===== src/rtl/gsup_pkg.sv =====
`timescale 1ns / 1ps
// ----------------------------------------------------------------------------
// gsup_pkg
// Shared types, codes and constants of the gas sensor serial poll core.
// ----------------------------------------------------------------------------
package gsup_pkg;

  localparam logic [1:0] MODE_POLL = 2'd0;
  localparam logic [1:0] MODE_TICK = 2'd1;
  localparam logic [1:0] MODE_BYTE = 2'd2;

  localparam logic [2:0] FRAME_LEN = 3'd5;
  localparam logic [2:0] LAST_IDX  = 3'd4;

  localparam logic [7:0] HDR_BYTE0 = 8'hFF;
  localparam logic [7:0] HDR_BYTE1 = 8'hFA;

  localparam logic [15:0] TIMEOUT_RESET = 16'd1000;

  typedef enum logic [1:0] {
    KIND_REQ       = 2'd0,
    KIND_READING   = 2'd1,
    KIND_FRAME_ERR = 2'd2,
    KIND_TIMEOUT   = 2'd3
  } kind_t;

  typedef struct packed {
    logic        burst;
    kind_t       kind;
    logic [15:0] ppm;
  } res_t;

  function automatic logic [7:0] request_byte(input logic [2:0] idx);
    logic [7:0] b;
    case (idx)
      3'd0:    b = 8'hFF;
      3'd1:    b = 8'hFE;
      3'd2:    b = 8'h02;
      3'd3:    b = 8'h02;
      3'd4:    b = 8'h03;
      default: b = 8'h00;
    endcase
    return b;
  endfunction

endpackage


===== src/rtl/gsup_ctrl.sv =====
`timescale 1ns / 1ps
// ----------------------------------------------------------------------------
// gsup_ctrl
// Poll state, receive buffer, elapsed timer and the per-item decision logic.
// ----------------------------------------------------------------------------
module gsup_ctrl import gsup_pkg::*; (
  input  logic        clk,
  input  logic        rst,
  input  logic        accept,
  input  logic [1:0]  mode,
  input  logic [7:0]  rx_byte,
  input  logic        cfg_we,
  input  logic [15:0] cfg_wdata,
  output logic        res_fire,
  output res_t        res
);

  logic        waiting;
  logic        waiting_next;
  logic [2:0]  rx_count;
  logic [2:0]  rx_count_next;
  logic [15:0] elapsed_ms;
  logic [15:0] elapsed_ms_next;
  logic [15:0] timeout_ms;
  logic        byte_we;
  logic [7:0]  hdr0;
  logic [7:0]  hdr1;
  logic [7:0]  ppm_hi;
  logic [7:0]  ppm_lo;

  always_comb begin
    waiting_next    = waiting;
    rx_count_next   = rx_count;
    elapsed_ms_next = elapsed_ms;
    byte_we         = 1'b0;
    res_fire        = 1'b0;
    res.burst       = 1'b0;
    res.kind        = KIND_REQ;
    res.ppm         = '0;
    if (accept) begin
      case (mode)
        MODE_POLL: begin
          if (!waiting) begin
            rx_count_next   = '0;
            elapsed_ms_next = '0;
            waiting_next    = 1'b1;
            res_fire        = 1'b1;
            res.burst       = 1'b1;
          end else if (rx_count == FRAME_LEN) begin
            res_fire      = 1'b1;
            waiting_next  = 1'b0;
            rx_count_next = '0;
            if (hdr0 == HDR_BYTE0 && hdr1 == HDR_BYTE1) begin
              res.kind = KIND_READING;
              res.ppm  = {ppm_hi, ppm_lo};
            end else begin
              res.kind = KIND_FRAME_ERR;
            end
          end else if (elapsed_ms > timeout_ms) begin
            res_fire      = 1'b1;
            res.kind      = KIND_TIMEOUT;
            waiting_next  = 1'b0;
            rx_count_next = '0;
          end
        end
        MODE_TICK: begin
          if (elapsed_ms != '1) begin
            elapsed_ms_next = elapsed_ms + 16'd1;
          end
        end
        MODE_BYTE: begin
          if (waiting && rx_count < FRAME_LEN) begin
            byte_we       = 1'b1;
            rx_count_next = rx_count + 3'd1;
          end
        end
        default: begin
        end
      endcase
    end
  end

  always_ff @(posedge clk) begin
    if (rst) begin
      waiting    <= 1'b0;
      rx_count   <= '0;
      elapsed_ms <= '0;
      timeout_ms <= TIMEOUT_RESET;
    end else begin
      waiting    <= waiting_next;
      rx_count   <= rx_count_next;
      elapsed_ms <= elapsed_ms_next;
      if (cfg_we) begin
        timeout_ms <= cfg_wdata;
      end
    end
  end

  // byte 2 of the response carries nothing that is reported
  always_ff @(posedge clk) begin
    if (byte_we) begin
      case (rx_count)
        3'd0:    hdr0   <= rx_byte;
        3'd1:    hdr1   <= rx_byte;
        3'd3:    ppm_hi <= rx_byte;
        3'd4:    ppm_lo <= rx_byte;
        default: begin
        end
      endcase
    end
  end

  a_count_range: assert property (@(posedge clk) disable iff (rst)
    rx_count <= FRAME_LEN)
    else $error("receive count beyond frame length");

  a_idle_empty: assert property (@(posedge clk) disable iff (rst)
    !waiting |-> rx_count == 3'd0)
    else $error("receive bytes held while idle");

endmodule


===== src/rtl/gsup_out.sv =====
`timescale 1ns / 1ps
// ----------------------------------------------------------------------------
// gsup_out
// Result register; plays out the five request bytes of a poll one per item.
// ----------------------------------------------------------------------------
module gsup_out import gsup_pkg::*; (
  input  logic        clk,
  input  logic        rst,
  input  logic        res_fire,
  input  res_t        res,
  output logic        free,
  output logic        out_valid,
  input  logic        out_ready,
  output logic [1:0]  result_kind,
  output logic [7:0]  tx_byte,
  output logic [15:0] gas_ppm,
  output logic        last
);

  res_t       held;
  logic [2:0] idx;
  logic       take;
  logic       final_item;

  assign take       = out_valid && out_ready;
  assign final_item = !held.burst || idx == LAST_IDX;
  assign free       = !out_valid || (take && final_item);

  always_ff @(posedge clk) begin
    if (rst) begin
      out_valid <= 1'b0;
      idx       <= '0;
    end else if (res_fire) begin
      out_valid <= 1'b1;
      idx       <= '0;
    end else if (take) begin
      if (final_item) begin
        out_valid <= 1'b0;
      end else begin
        idx <= idx + 3'd1;
      end
    end
  end

  always_ff @(posedge clk) begin
    if (res_fire) begin
      held <= res;
    end
  end

  assign result_kind = held.kind;
  assign gas_ppm     = held.ppm;
  assign tx_byte     = held.burst ? request_byte(idx) : 8'h00;
  assign last        = final_item;

  a_idx_range: assert property (@(posedge clk) disable iff (rst)
    out_valid && held.burst |-> idx <= LAST_IDX)
    else $error("request byte index out of range");

  a_no_overwrite: assert property (@(posedge clk) disable iff (rst)
    res_fire |-> free)
    else $error("result loaded over a pending item");

  a_single_kind: assert property (@(posedge clk) disable iff (rst)
    out_valid && !held.burst |-> held.kind != KIND_REQ)
    else $error("single result carries request kind");

endmodule


===== src/rtl/gas_sensor_uart_poll_core.sv =====
`timescale 1ns / 1ps
// ----------------------------------------------------------------------------
// gas_sensor_uart_poll_core
// Request and response poll of a serial gas sensor.
// ----------------------------------------------------------------------------
// An input item is taken in one cycle and its result is registered in the
// next; ticks, received bytes and waiting polls flow at one item per clock
// while the output stage is free. A poll from idle yields the five
// request bytes FF FE 02 02 03, one per output item, and holds in_ready low
// until the fifth is being taken. The output register lets a new item be
// accepted in the same cycle that the last pending result is taken.
// timeout_ms may be written at any time the core is idle; it resets to 1000.
module gas_sensor_uart_poll_core import gsup_pkg::*; (
  input  logic        clk,
  input  logic        rst,
  input  logic        in_valid,
  output logic        in_ready,
  input  logic [1:0]  mode,
  input  logic [7:0]  rx_byte,
  output logic        out_valid,
  input  logic        out_ready,
  output logic [1:0]  result_kind,
  output logic [7:0]  tx_byte,
  output logic [15:0] gas_ppm,
  output logic        last,
  input  logic        cfg_we,
  input  logic [15:0] cfg_wdata
);

  logic accept;
  logic free;
  logic res_fire;
  res_t res;

  assign in_ready = free;
  assign accept   = in_valid && in_ready;

  gsup_ctrl u_ctrl (
    .clk       (clk),
    .rst       (rst),
    .accept    (accept),
    .mode      (mode),
    .rx_byte   (rx_byte),
    .cfg_we    (cfg_we),
    .cfg_wdata (cfg_wdata),
    .res_fire  (res_fire),
    .res       (res)
  );

  gsup_out u_out (
    .clk         (clk),
    .rst         (rst),
    .res_fire    (res_fire),
    .res         (res),
    .free        (free),
    .out_valid   (out_valid),
    .out_ready   (out_ready),
    .result_kind (result_kind),
    .tx_byte     (tx_byte),
    .gas_ppm     (gas_ppm),
    .last        (last)
  );

endmodule


===== config.mk =====
export PLATFORM = sky130hd
export DESIGN_NAME = gas_sensor_uart_poll_core
export DESIGN_NICKNAME = d
export VERILOG_FILES = /design/src/rtl/gsup_pkg.sv /design/src/rtl/gsup_ctrl.sv /design/src/rtl/gsup_out.sv /design/src/rtl/gas_sensor_uart_poll_core.sv
export SDC_FILE = /design/constraint.sdc
export NUM_CORES = 1
export LEC_CHECK = 0
export BUFFER_PORTS_ARGS = -buffer_cell sky130_fd_sc_hd__clkbuf_2
export CAP_MARGIN = 20
export CORE_MARGIN = 2
export CORE_UTILIZATION = 50
export DETAILED_ROUTE_END_ITERATION = 10
export PLACE_DENSITY = 0.69
export SETUP_SLACK_MARGIN = 0.15
export SLEW_MARGIN = 0
export SYNTH_ARGS = -nofsm -noshare
export SYNTH_HDL_FRONTEND = slang
export SYNTH_SLANG_ARGS = --single-unit

===== constraint.sdc =====
create_clock -name clk -period 2.83 [get_ports clk]
set_input_delay 0.566 -clock clk [delete_from_list [all_inputs] [get_ports clk]]
set_output_delay 0.566 -clock clk [all_outputs]
set_load 0.05 [all_outputs]

Yosys cells after proc, flatten, opt, wreduce, memory -nomap -nowiden

Index checks and enable logic that the tools add are counted.

Input bits: 31
Bits in registers: 91
Output and inout port bits: 29
Logic and storage cells: 93

Equal/unequal tests: 17
$lt $le $gt $ge: 2
Bitwise logic cells: 1
Multiplexer cells: 28
Reductions and logical operators: 29
$add $sub $neg: 3

Operators with widths:

| operator                                             | number |
|---|---|
| 2-to-1 mux 16 bit                                    | 2 |
| case mux 16 bit (2 select lines)                     | 1 |
| case mux 8 bit (4 select lines)                      | 1 |
| adder 16 x 1 -> 16 bit (second input constant)       | 1 |
| equality test 8 bit (second input constant)          | 2 |
| > comparator 16 bit                                  | 1 |
| != test 16 bit (second input constant)               | 1 |
| 2-to-1 mux 1 bit                                     | 15 |
| AND reduction 2 bit                                  | 7 |
| 2-to-1 mux 3 bit                                     | 4 |
| equality test 3 x 2 -> 1 bit (second input constant) | 3 |
| equality test 3 bit (second input constant)          | 3 |
| 2-to-1 mux 8 bit                                     | 1 |
| AND reduction 4 bit                                  | 2 |
| nonzero test 2 bit                                   | 4 |
| adder 3 x 1 -> 3 bit (second input constant)         | 2 |
| equality test 3 x 1 -> 1 bit (second input constant) | 2 |
| zero test 3 bit                                      | 2 |
| 2-to-1 mux 2 bit                                     | 3 |
| case mux 3 bit (2 select lines)                      | 1 |
| logical AND 1 bit                                    | 5 |
| AND reduction 5 bit                                  | 1 |
| != test 2 x 1 -> 1 bit (second input constant)       | 2 |
| != test 4 bit (second input constant)                | 1 |
| 10 further kinds                                     | 13 |

Depth between registers and ports, before layout

Gate-level depths: netlist of the first run.

Depth in word-level cells: 8
Gate-level depth with buffers: 9
Gate-level depth less buffers: 7

By module

From an unflattened synthesis of the first run, not the netlist that was laid out.

Cells, all modules: 391
Area, all modules: 4325.4 um^2

Modules (own cells, without submodules):

| module                    | area an instance (um^2) | times used | cells an instance |
|---|---|---|---|
| gsup_ctrl                 | 3281.9                  | 1          | 314 |
| gsup_out                  | 1037.2                  | 1          | 76 |
| gas_sensor_uart_poll_core | 6.3                     | 1          | 1 |

Worst setup path before layout of the first run

Ideal clock, no wire load.

Path type: flip-flop to flip-flop
From: register u_ctrl.timeout_ms[15]
To: register u_out.held (netlist bit u_out.gas_ppm[0]), enable pin
Cell stages (with the launch flop): 8
Data arrival time: 2.227 ns
Buffers on the path: 0
Slack: 0.226 ns
Clock period less this slack: 2.604 ns
Cells stage by stage: dfxtp_1 inv_1 ha_1 nand4_1 or3_4 a211oi_2 o32a_2 and2_1

Word-level cells in the longest chain between the ends: 6

RTL lines:

| element                | line                            | source |
|---|---|---|
| start, declared        | gsup_ctrl.sv:24                 | `logic [15:0] timeout_ms;` |
| start signal, assigned | gsup_ctrl.sv:94                 | `timeout_ms <= cfg_wdata;` |
| > comparator 16 bit    | gsup_ctrl.sv:59                 | `end else if (elapsed_ms > timeout_ms) begin` |
| 2-to-1 mux 1 bit       | gsup_ctrl.sv:59                 |  |
| 2-to-1 mux 1 bit       | gsup_ctrl.sv:49                 | `end else if (rx_count == FRAME_LEN) begin` |
| 2-to-1 mux 1 bit       | gsup_ctrl.sv:43                 | `if (!waiting) begin` |
| 2-to-1 mux 1 bit       | gsup_ctrl.sv:41                 | `case (mode)` |
| 2-to-1 mux 1 bit       | gsup_ctrl.sv:40                 | `if (accept) begin` |
| named net res_fire     | gas_sensor_uart_poll_core.sv:32 | `logic res_fire;` |
| end signal, assigned   | gsup_out.sv:47                  | `held <= res;` |
| end, declared          | gsup_out.sv:20                  | `res_t held;` |

The timed path passes the listed nets, and every way through them passes these cells.
A chain may end at the register's enable or synchronous reset.

Worst setup path in the final report of the first run

From: register u_out.idx[0]
To: output port in_ready

Word-level cells in the longest chain between the ends: 4

RTL lines:

| element                | line                            | source |
|---|---|---|
| start, declared        | gsup_out.sv:21                  | `logic [2:0] idx;` |
| start signal, assigned | gsup_out.sv:40                  | `idx <= idx + 3'd1;` |
| equality test 3 bit    | gsup_out.sv:26                  | `assign final_item = !held.burst \|\| idx == LAST_IDX;` |
| logical OR 1 bit       | gsup_out.sv:26                  |  |
| logical AND 1 bit      | gsup_out.sv:27                  | `assign free = !out_valid \|\| (take && final_item);` |
| logical OR 1 bit       | gsup_out.sv:27                  |  |
| end, declared          | gas_sensor_uart_poll_core.sv:17 | `output logic in_ready,` |

Every way passes these cells.

==> results.md, run 1 <==
* Worst Setup End Kind: output port
* Antenna cells at 0
* Main synth FF type: edfxtp_1
* Setup TNS at 0 ns
* Top-count cell post-synth: edfxtp_1
* Final hold viol count at 0
* Synth top cells by count: edfxtp_1 (51), dfxtp_1 (40), inv_1 (28)
* Gr usage total at 0.185
* Buffers on Ports at 59
* Startpoint type of the worst setup path: flip-flop
* Post-DP HPWL at 6.38 mm
* Fill cells at 770
* Fin crit share at 0.883
* Hold depth at 1
* Pwr per Cell Area at 524 nW/µm²
* Met2 usage at 0.331
* Asr flop ratio synth at 0
* Grt met1 use at 0.221
* Top cells by area, synth: edfxtp_1 (35%), dfxtp_1 (18%), ha_1 (7.4%), buf_4 (3.9%), mux2i_1 (3.4%)
* Sequential share of the synthesized area at 0.533
* Hold buffers post-CTS at 0
* Worst VDD drop at 0.000314 V
* Max-Cap Viols at 0
* Gp weighted congestion at 0.827
* TritonRoute pass-1 iters at 4
* Routed wire length at 8.37 mm
* Min cycle time layout at 2.50 ns
* Post-route DRC at 0
* Cells after Synth at 397
* Max clock buf depth at 2
* Share of post-route cells with drive strength above 1 at 0.217
* Core Area at 8590 µm²
* Setup CP Type: reg -> out
* Count of cell types in the netlist at 53
* Fin nets at 494
* Slowest stage delay, CP at 0.42 ns
* EDFF count, synth at 51
* Status: finished, final reports clean
* Top cell type's share of synthesized area at 0.350
* CP top delay family: compound AO/OA/AOI/OAI gates
* Global route overflow at 0
* Final setup viols at 0
* DIE HEIGHT at 97.5 µm
* Leak Pwr at 1.91 nW
* DR vias at 2995
* Root buffer cell: clkbuf_8
* Clk sinks at 91
* Wire per inst at 15.2 µm
* Design Power at 2.54 mW
* Grt met3 use at 0.0453
* WP data arrival at 1.93 ns
* FMAX at 0.400 GHz
* Setup WS post-layout at 0.330 ns
* CP Max Fanout at 7
* Synth Register Bits at 91
* Iter 0 DRT Violations at 148
* Slew Viols, Final at 0
* Post-synth top area cell: edfxtp_1
* H-tree depth at 3
* Mapped Area at 4380 µm²
* Initial core utilization at 0.509
* Crit path depth at 5
* Largest net degree at the start of global routing at 23
* Synth Warn # at 0
* Syn Nets at 454
* P&R area growth vs syn at 11.0%
* Crit path cell chain: inv_1 -> ha_1 -> a21boi_1 -> o21ai_1 -> clkbuf_2
* DR vias/cell at 5.45
* Critical Path RT at 2.26 ns
* TritonCTS buffer count at 9
* Worst path bufs/invs at 2
* Top-Level Pins at 60
* Rel. slew slack at 0.534
* Post-Route Utilization at 0.565
* CTS tree: built
* RSZ-0062 raised after global routing: no
* Final ANT Viol Nets at 0
* Gr busiest metal: met2
* R2r worst-path depth at 8
* CP max stage cell: o21ai_1
* Die width at 97.5 µm
* Postcts setup bufs at 0
* Syn avg cell area at 11.0 µm²
* Latest clock arrival within the worst-skew pair at 0.36 ns
* Worst Hold Class: in -> reg
* Vias in the first global route at 2981
* Dpl ws at 0.00485 ns
* Clk pin slew, worst setup/hold paths at 0.11 ns
* # rows at 34
* Final setup skew at 0.0158 ns
* Die ar. at 9520 µm²
* Antenna violations before repair at 0
* First-pass GRT wire length at 14.0 mm
* Worst-Margin Slew at 0.694 ns
## area by class of cell
type | instances | area (µm²) | share of cell area
repair buffers | 67 | 355 | 0.0732
flip-flops and latches | 91 | 2330 | 0.480
well taps | 108 | 135 | 0.0278
clock inverters | 7 | 91.3 | 0.0188
multi-input cells | 239 | 1710 | 0.352
inverters | 29 | 109 | 0.0224
clock buffers | 9 | 124 | 0.0255
## registers in the layout, summed over array words and instances, names as in the netlist
| signal | count |
|---|---|
| u_ctrl.hdr0 | 8 |
| u_ctrl.ppm_hi | 8 |
| u_out.out_valid | 1 |
| u_ctrl.ppm_lo | 8 |
| u_ctrl.hdr1 | 8 |
| u_out.held | 1 |
| u_out.result_kind | 2 |
| u_ctrl.timeout_ms | 16 |
| u_ctrl.waiting | 1 |
| u_out.idx | 3 |
| u_ctrl.rx_count | 3 |
| u_ctrl.elapsed_ms | 16 |
| u_out.gas_ppm | 16 |
## path summary, 6_finish.rpt
| kind | start | to | slack (ns) |
|---|---|---|---|
| setup / recovery | u_out.idx[0] | in_ready | 0.33 |
| hold / removal | rx_byte[7] | u_ctrl.ppm_lo[7] | 0.43 |
| hold reg to reg | u_ctrl.timeout_ms[8] | u_ctrl.timeout_ms[8] | 0.49 |
| setup reg to reg | u_out.idx[0] | u_ctrl.elapsed_ms[4] | 0.42 |
## layer usage
layer	wire length (µm)	part of all wire
met1	3680	0.44
met2	4200	0.50
met3	375	0.045
met4	112	0.013
met5	0	0
## where the power goes
part / internal (mW) / switching (mW)
sequential: 1.41 / 0.0113
combinational: 0.0648 / 0.128
clock: 0.431 / 0.495
## per-stage QoR
step	area, µm²	hold WS [ns]	std cells
6_report	4850	0.429	550
2_1_floorplan	4380	0.460	397
4_1_cts	4850	0.415	550
5_1_grt	4850	0.402	550
3_3_place_gp	4630	0.479	534
3_5_place_dp	4630	0.478	534
## logic make-up (layout without fill, tap and decap cells)
| logic type | after synthesis | after routing | share of synthesized area |
|---|---|---|---|
| buf+inv | 67 | 112 | 0.0778 |
| simple gates | 126 | 126 | 0.162 |
| flops | 91 | 91 | 0.533 |
| xor+xnor | 1 | 1 | 0.00200 |
| compound gates | 70 | 70 | 0.114 |
| mux | 16 | 16 | 0.0369 |
| fa+ha+maj | 26 | 26 | 0.0743 |
## worst reg2reg max path, delay by kind of cell (launching register included)
family                     cells  cell delay (ns)
DFF                            1             0.36
buffers and inverters          2             0.32
and+or+nand+nor                2             0.76
AOI/OAI and AO/OA              3             0.70
adders and majority gates      1             0.22
## what timing repair did
| item | in CTS | in global routing |
|---|---|---|
| resized for setup | 1 | 2 |
| pin swaps | 0 | 0 |
| endpoints found under the setup margin | 19 | 35 |
## cells in the final DEF, fill, tap and decap left out, types with 2 or more instances in the layout
master | netlist | layout
and4_1 | 2 | 2
clkbuf_2 | 0 | 59
nor2_1 | 22 | 21
mux2i_1 | 15 | 15
buf_4 | 23 | 8
and2_1 | 21 | 20
nand4_1 | 13 | 13
clkbuf_8 | 0 | 9
o22ai_1 | 2 | 2
or3_1 | 6 | 6
and3_1 | 8 | 8
a32oi_1 | 2 | 2
or3_4 | 2 | 2
nor3b_1 | 2 | 2
nand2_1 | 20 | 20
nor3_1 | 3 | 3
a21oi_1 | 19 | 19
inv_1 | 28 | 28
o21ai_1 | 3 | 3
inv_6 | 0 | 3
a31o_1 | 2 | 2
o211ai_1 | 7 | 7
nand2b_1 | 5 | 5
nand3_1 | 10 | 10
or4_1 | 5 | 5
o311ai_0 | 4 | 4
o21ai_0 | 6 | 6
o31ai_1 | 6 | 6
a211oi_2 | 4 | 4
ha_1 | 26 | 26
o21a_1 | 2 | 2
o41ai_1 | 4 | 4
edfxtp_1 | 51 | 51
dfxtp_1 | 40 | 40
No activity file was read; power rests on OpenSTA's default activity.
==> run 2: changes to the inputs <==
CTS_BUF_LIST = sky130_fd_sc_hd__clkbuf_4 sky130_fd_sc_hd__clkbuf_8   (was default)
CTS_CLUSTER_DIAMETER = 150   (was default)
PLACE_DENSITY = 0.71   (was 0.69)
==> run 2 against run 1 <==
Via count grew 0.67%. Worst setup slack improved by 0.043 ns. First-iteration DRC count up 5.4%. Worst hold slack got worse by 0.019 ns. Final cell count unchanged. Clock-buffer cell count is the same. Critical path depth is 1 higher. Total power fell by 3.2%. Maximum frequency up 1.7%. Design area shrank 0.62%. Critical path type unchanged. Critical endpoint unchanged. Largest cell class unchanged.
==> results.md, run 2 (synthesized netlist as in run 1, its figures left out) <==
* Status: finished, final reports clean
* Setup CP Type: reg -> out
* Latest clock arrival within the worst-skew pair at 0.37 ns
* Clk pin slew, worst setup/hold paths at 0.10 ns
* Area post-placement at 4630 µm²
* P&R area growth vs syn at 10.3%
* Final ANT Viol Nets at 0
* Fin nets at 494
* Startpoint type of the worst setup path: flip-flop
* RSZ-0062 raised after global routing: no
* Share of post-route cells with drive strength above 1 at 0.215
* Buffers on Ports at 59
* Vias in the first global route at 2890
* Iter 0 DRT Violations at 156
* Clk sinks at 91
* Critical Path RT at 2.26 ns
* Worst VDD drop at 0.000280 V
* DR vias at 3015
* Root buffer cell: clkbuf_8
* WP data arrival at 1.89 ns
* FF+latch area at 2330 µm²
* Setup TNS at 0 ns
* Min cycle time layout at 2.46 ns
* Die ar. at 9520 µm²
* Post-DP HPWL at 6.20 mm
* Largest net degree at the start of global routing at 23
* Max-Cap Viols at 0
* First-pass GRT wire length at 13.6 mm
* FF-to-FF setup slack at 0.40 ns
* CTS-repair resized insts at 1
* Top-Level Pins at 60
* Core Area at 8590 µm²
* Most frequent cells in the layout: clkbuf_2 (59), edfxtp_1 (51), dfxtp_1 (40)
* Final setup skew at 0.0111 ns
* Gr usage total at 0.180
* CTS tree: built
* Rel. slew slack at 0.527
* Gp weighted congestion at 0.795
* Placed Instances at 534
* Postcts setup bufs at 0
* TritonCTS buffer count at 9
* Hold depth at 3
* Worst-Margin Slew at 0.704 ns
* Post-route DRC at 0
* Fin crit share at 0.868
* Max clock buf depth at 2
* H-tree depth at 3
* Final Cell Area at 4820 µm²
* Final setup viols at 0
* Worst Hold End: u_ctrl.timeout_ms[7]
* Antenna violations before repair at 0
* Initial core utilization at 0.509
* Routed wire length at 8.09 mm
* Hold Path Origin: cfg_wdata[7]
* FMAX at 0.407 GHz
* R2r worst-path depth at 7
* Pwr per Cell Area at 511 nW/µm²
* TritonRoute pass-1 iters at 4
* Final hold viol count at 0
* Wire per inst at 14.7 µm
* DR vias/cell at 5.48
* FF-to-FF Start: u_ctrl.timeout_ms[15]
* Most common cell after layout, fill and taps aside: clkbuf_2
* Worst Setup End Kind: output port
* # rows at 34
* Final cell count without fillers at 550
* DIE HEIGHT at 97.5 µm
* Die width at 97.5 µm
* Global route overflow at 0
* Hold buffers post-CTS at 0
* Leak Pwr at 1.90 nW
* Antenna cells at 0
* Fill cells at 764
* CP Max Fanout at 13
* Worst Hold Class: in -> reg
* Area of the multi-input gates at 1710 µm²
* RR Endpoint: u_out.gas_ppm[9]
* Slew Viols, Final at 0
run 2: worst max-delay path: stages, from the launching register on:
cell and delay, ns:
dfxtp_1 0.40, inv_1 0.09, ha_1 0.24, a21boi_1 0.27, o21ai_1 0.10, buf_4 0.18, clkbuf_2 0.24
run 2: report_power, final:
group          total, mW  switching [mW]  internal [mW]
clock              0.844           0.502          0.342
sequential          1.43          0.0113           1.41
combinational      0.194           0.129         0.0650
run 2: metrics by stage:
stage | utilization | setup slack (ns) | total power [mW] | hold WS [ns]
floorplan | - | 0.226 | 1.59 | 0.460
global placement | 0.539 | 0.151 | 1.65 | 0.478
detailed placement | 0.539 | 0.0324 | 1.65 | 0.480
CTS | 0.561 | 0.254 | 2.49 | 0.407
global route | 0.561 | 0.235 | 2.57 | 0.406
finish | 0.561 | 0.372 | 2.46 | 0.411
run 2: final cells by class:
type                            instances  share of cell area
Inverter                               29              0.0226
Sequential cell                        91               0.483
Clock inverter                          7              0.0132
Timing Repair Buffer                   67              0.0737
Tap cell                              108              0.0280
Multi-Input combinational cell        239               0.353
Clock buffer                            9              0.0257
run 2: worst max path at each step:
stage	startpoint	to	slack, ns
2_1_floorplan	u_ctrl.timeout_ms[15]	u_out.gas_ppm[0]	0.23
3_3_place_gp	u_ctrl.timeout_ms[15]	u_out.gas_ppm[5]	0.15
5_1_grt	u_out.idx[0]	in_ready	0.24
4_1_cts	u_ctrl.timeout_ms[15]	u_out.gas_ppm[11]	0.25
3_5_place_dp	u_ctrl.timeout_ms[15]	u_out.gas_ppm[6]	0.03
6_report	u_out.idx[0]	in_ready	0.37
run 2: metal layers:
layer / track usage / routed length (µm) / up-vias
met4: 0.0833 / 220 / 0
met2: 0.305 / 3950 / 72
met3: 0.0432 / 349 / 13
met1: 0.218 / 3570 / 1418
met5: 0 / 0 / -
li1: - / - / 1512
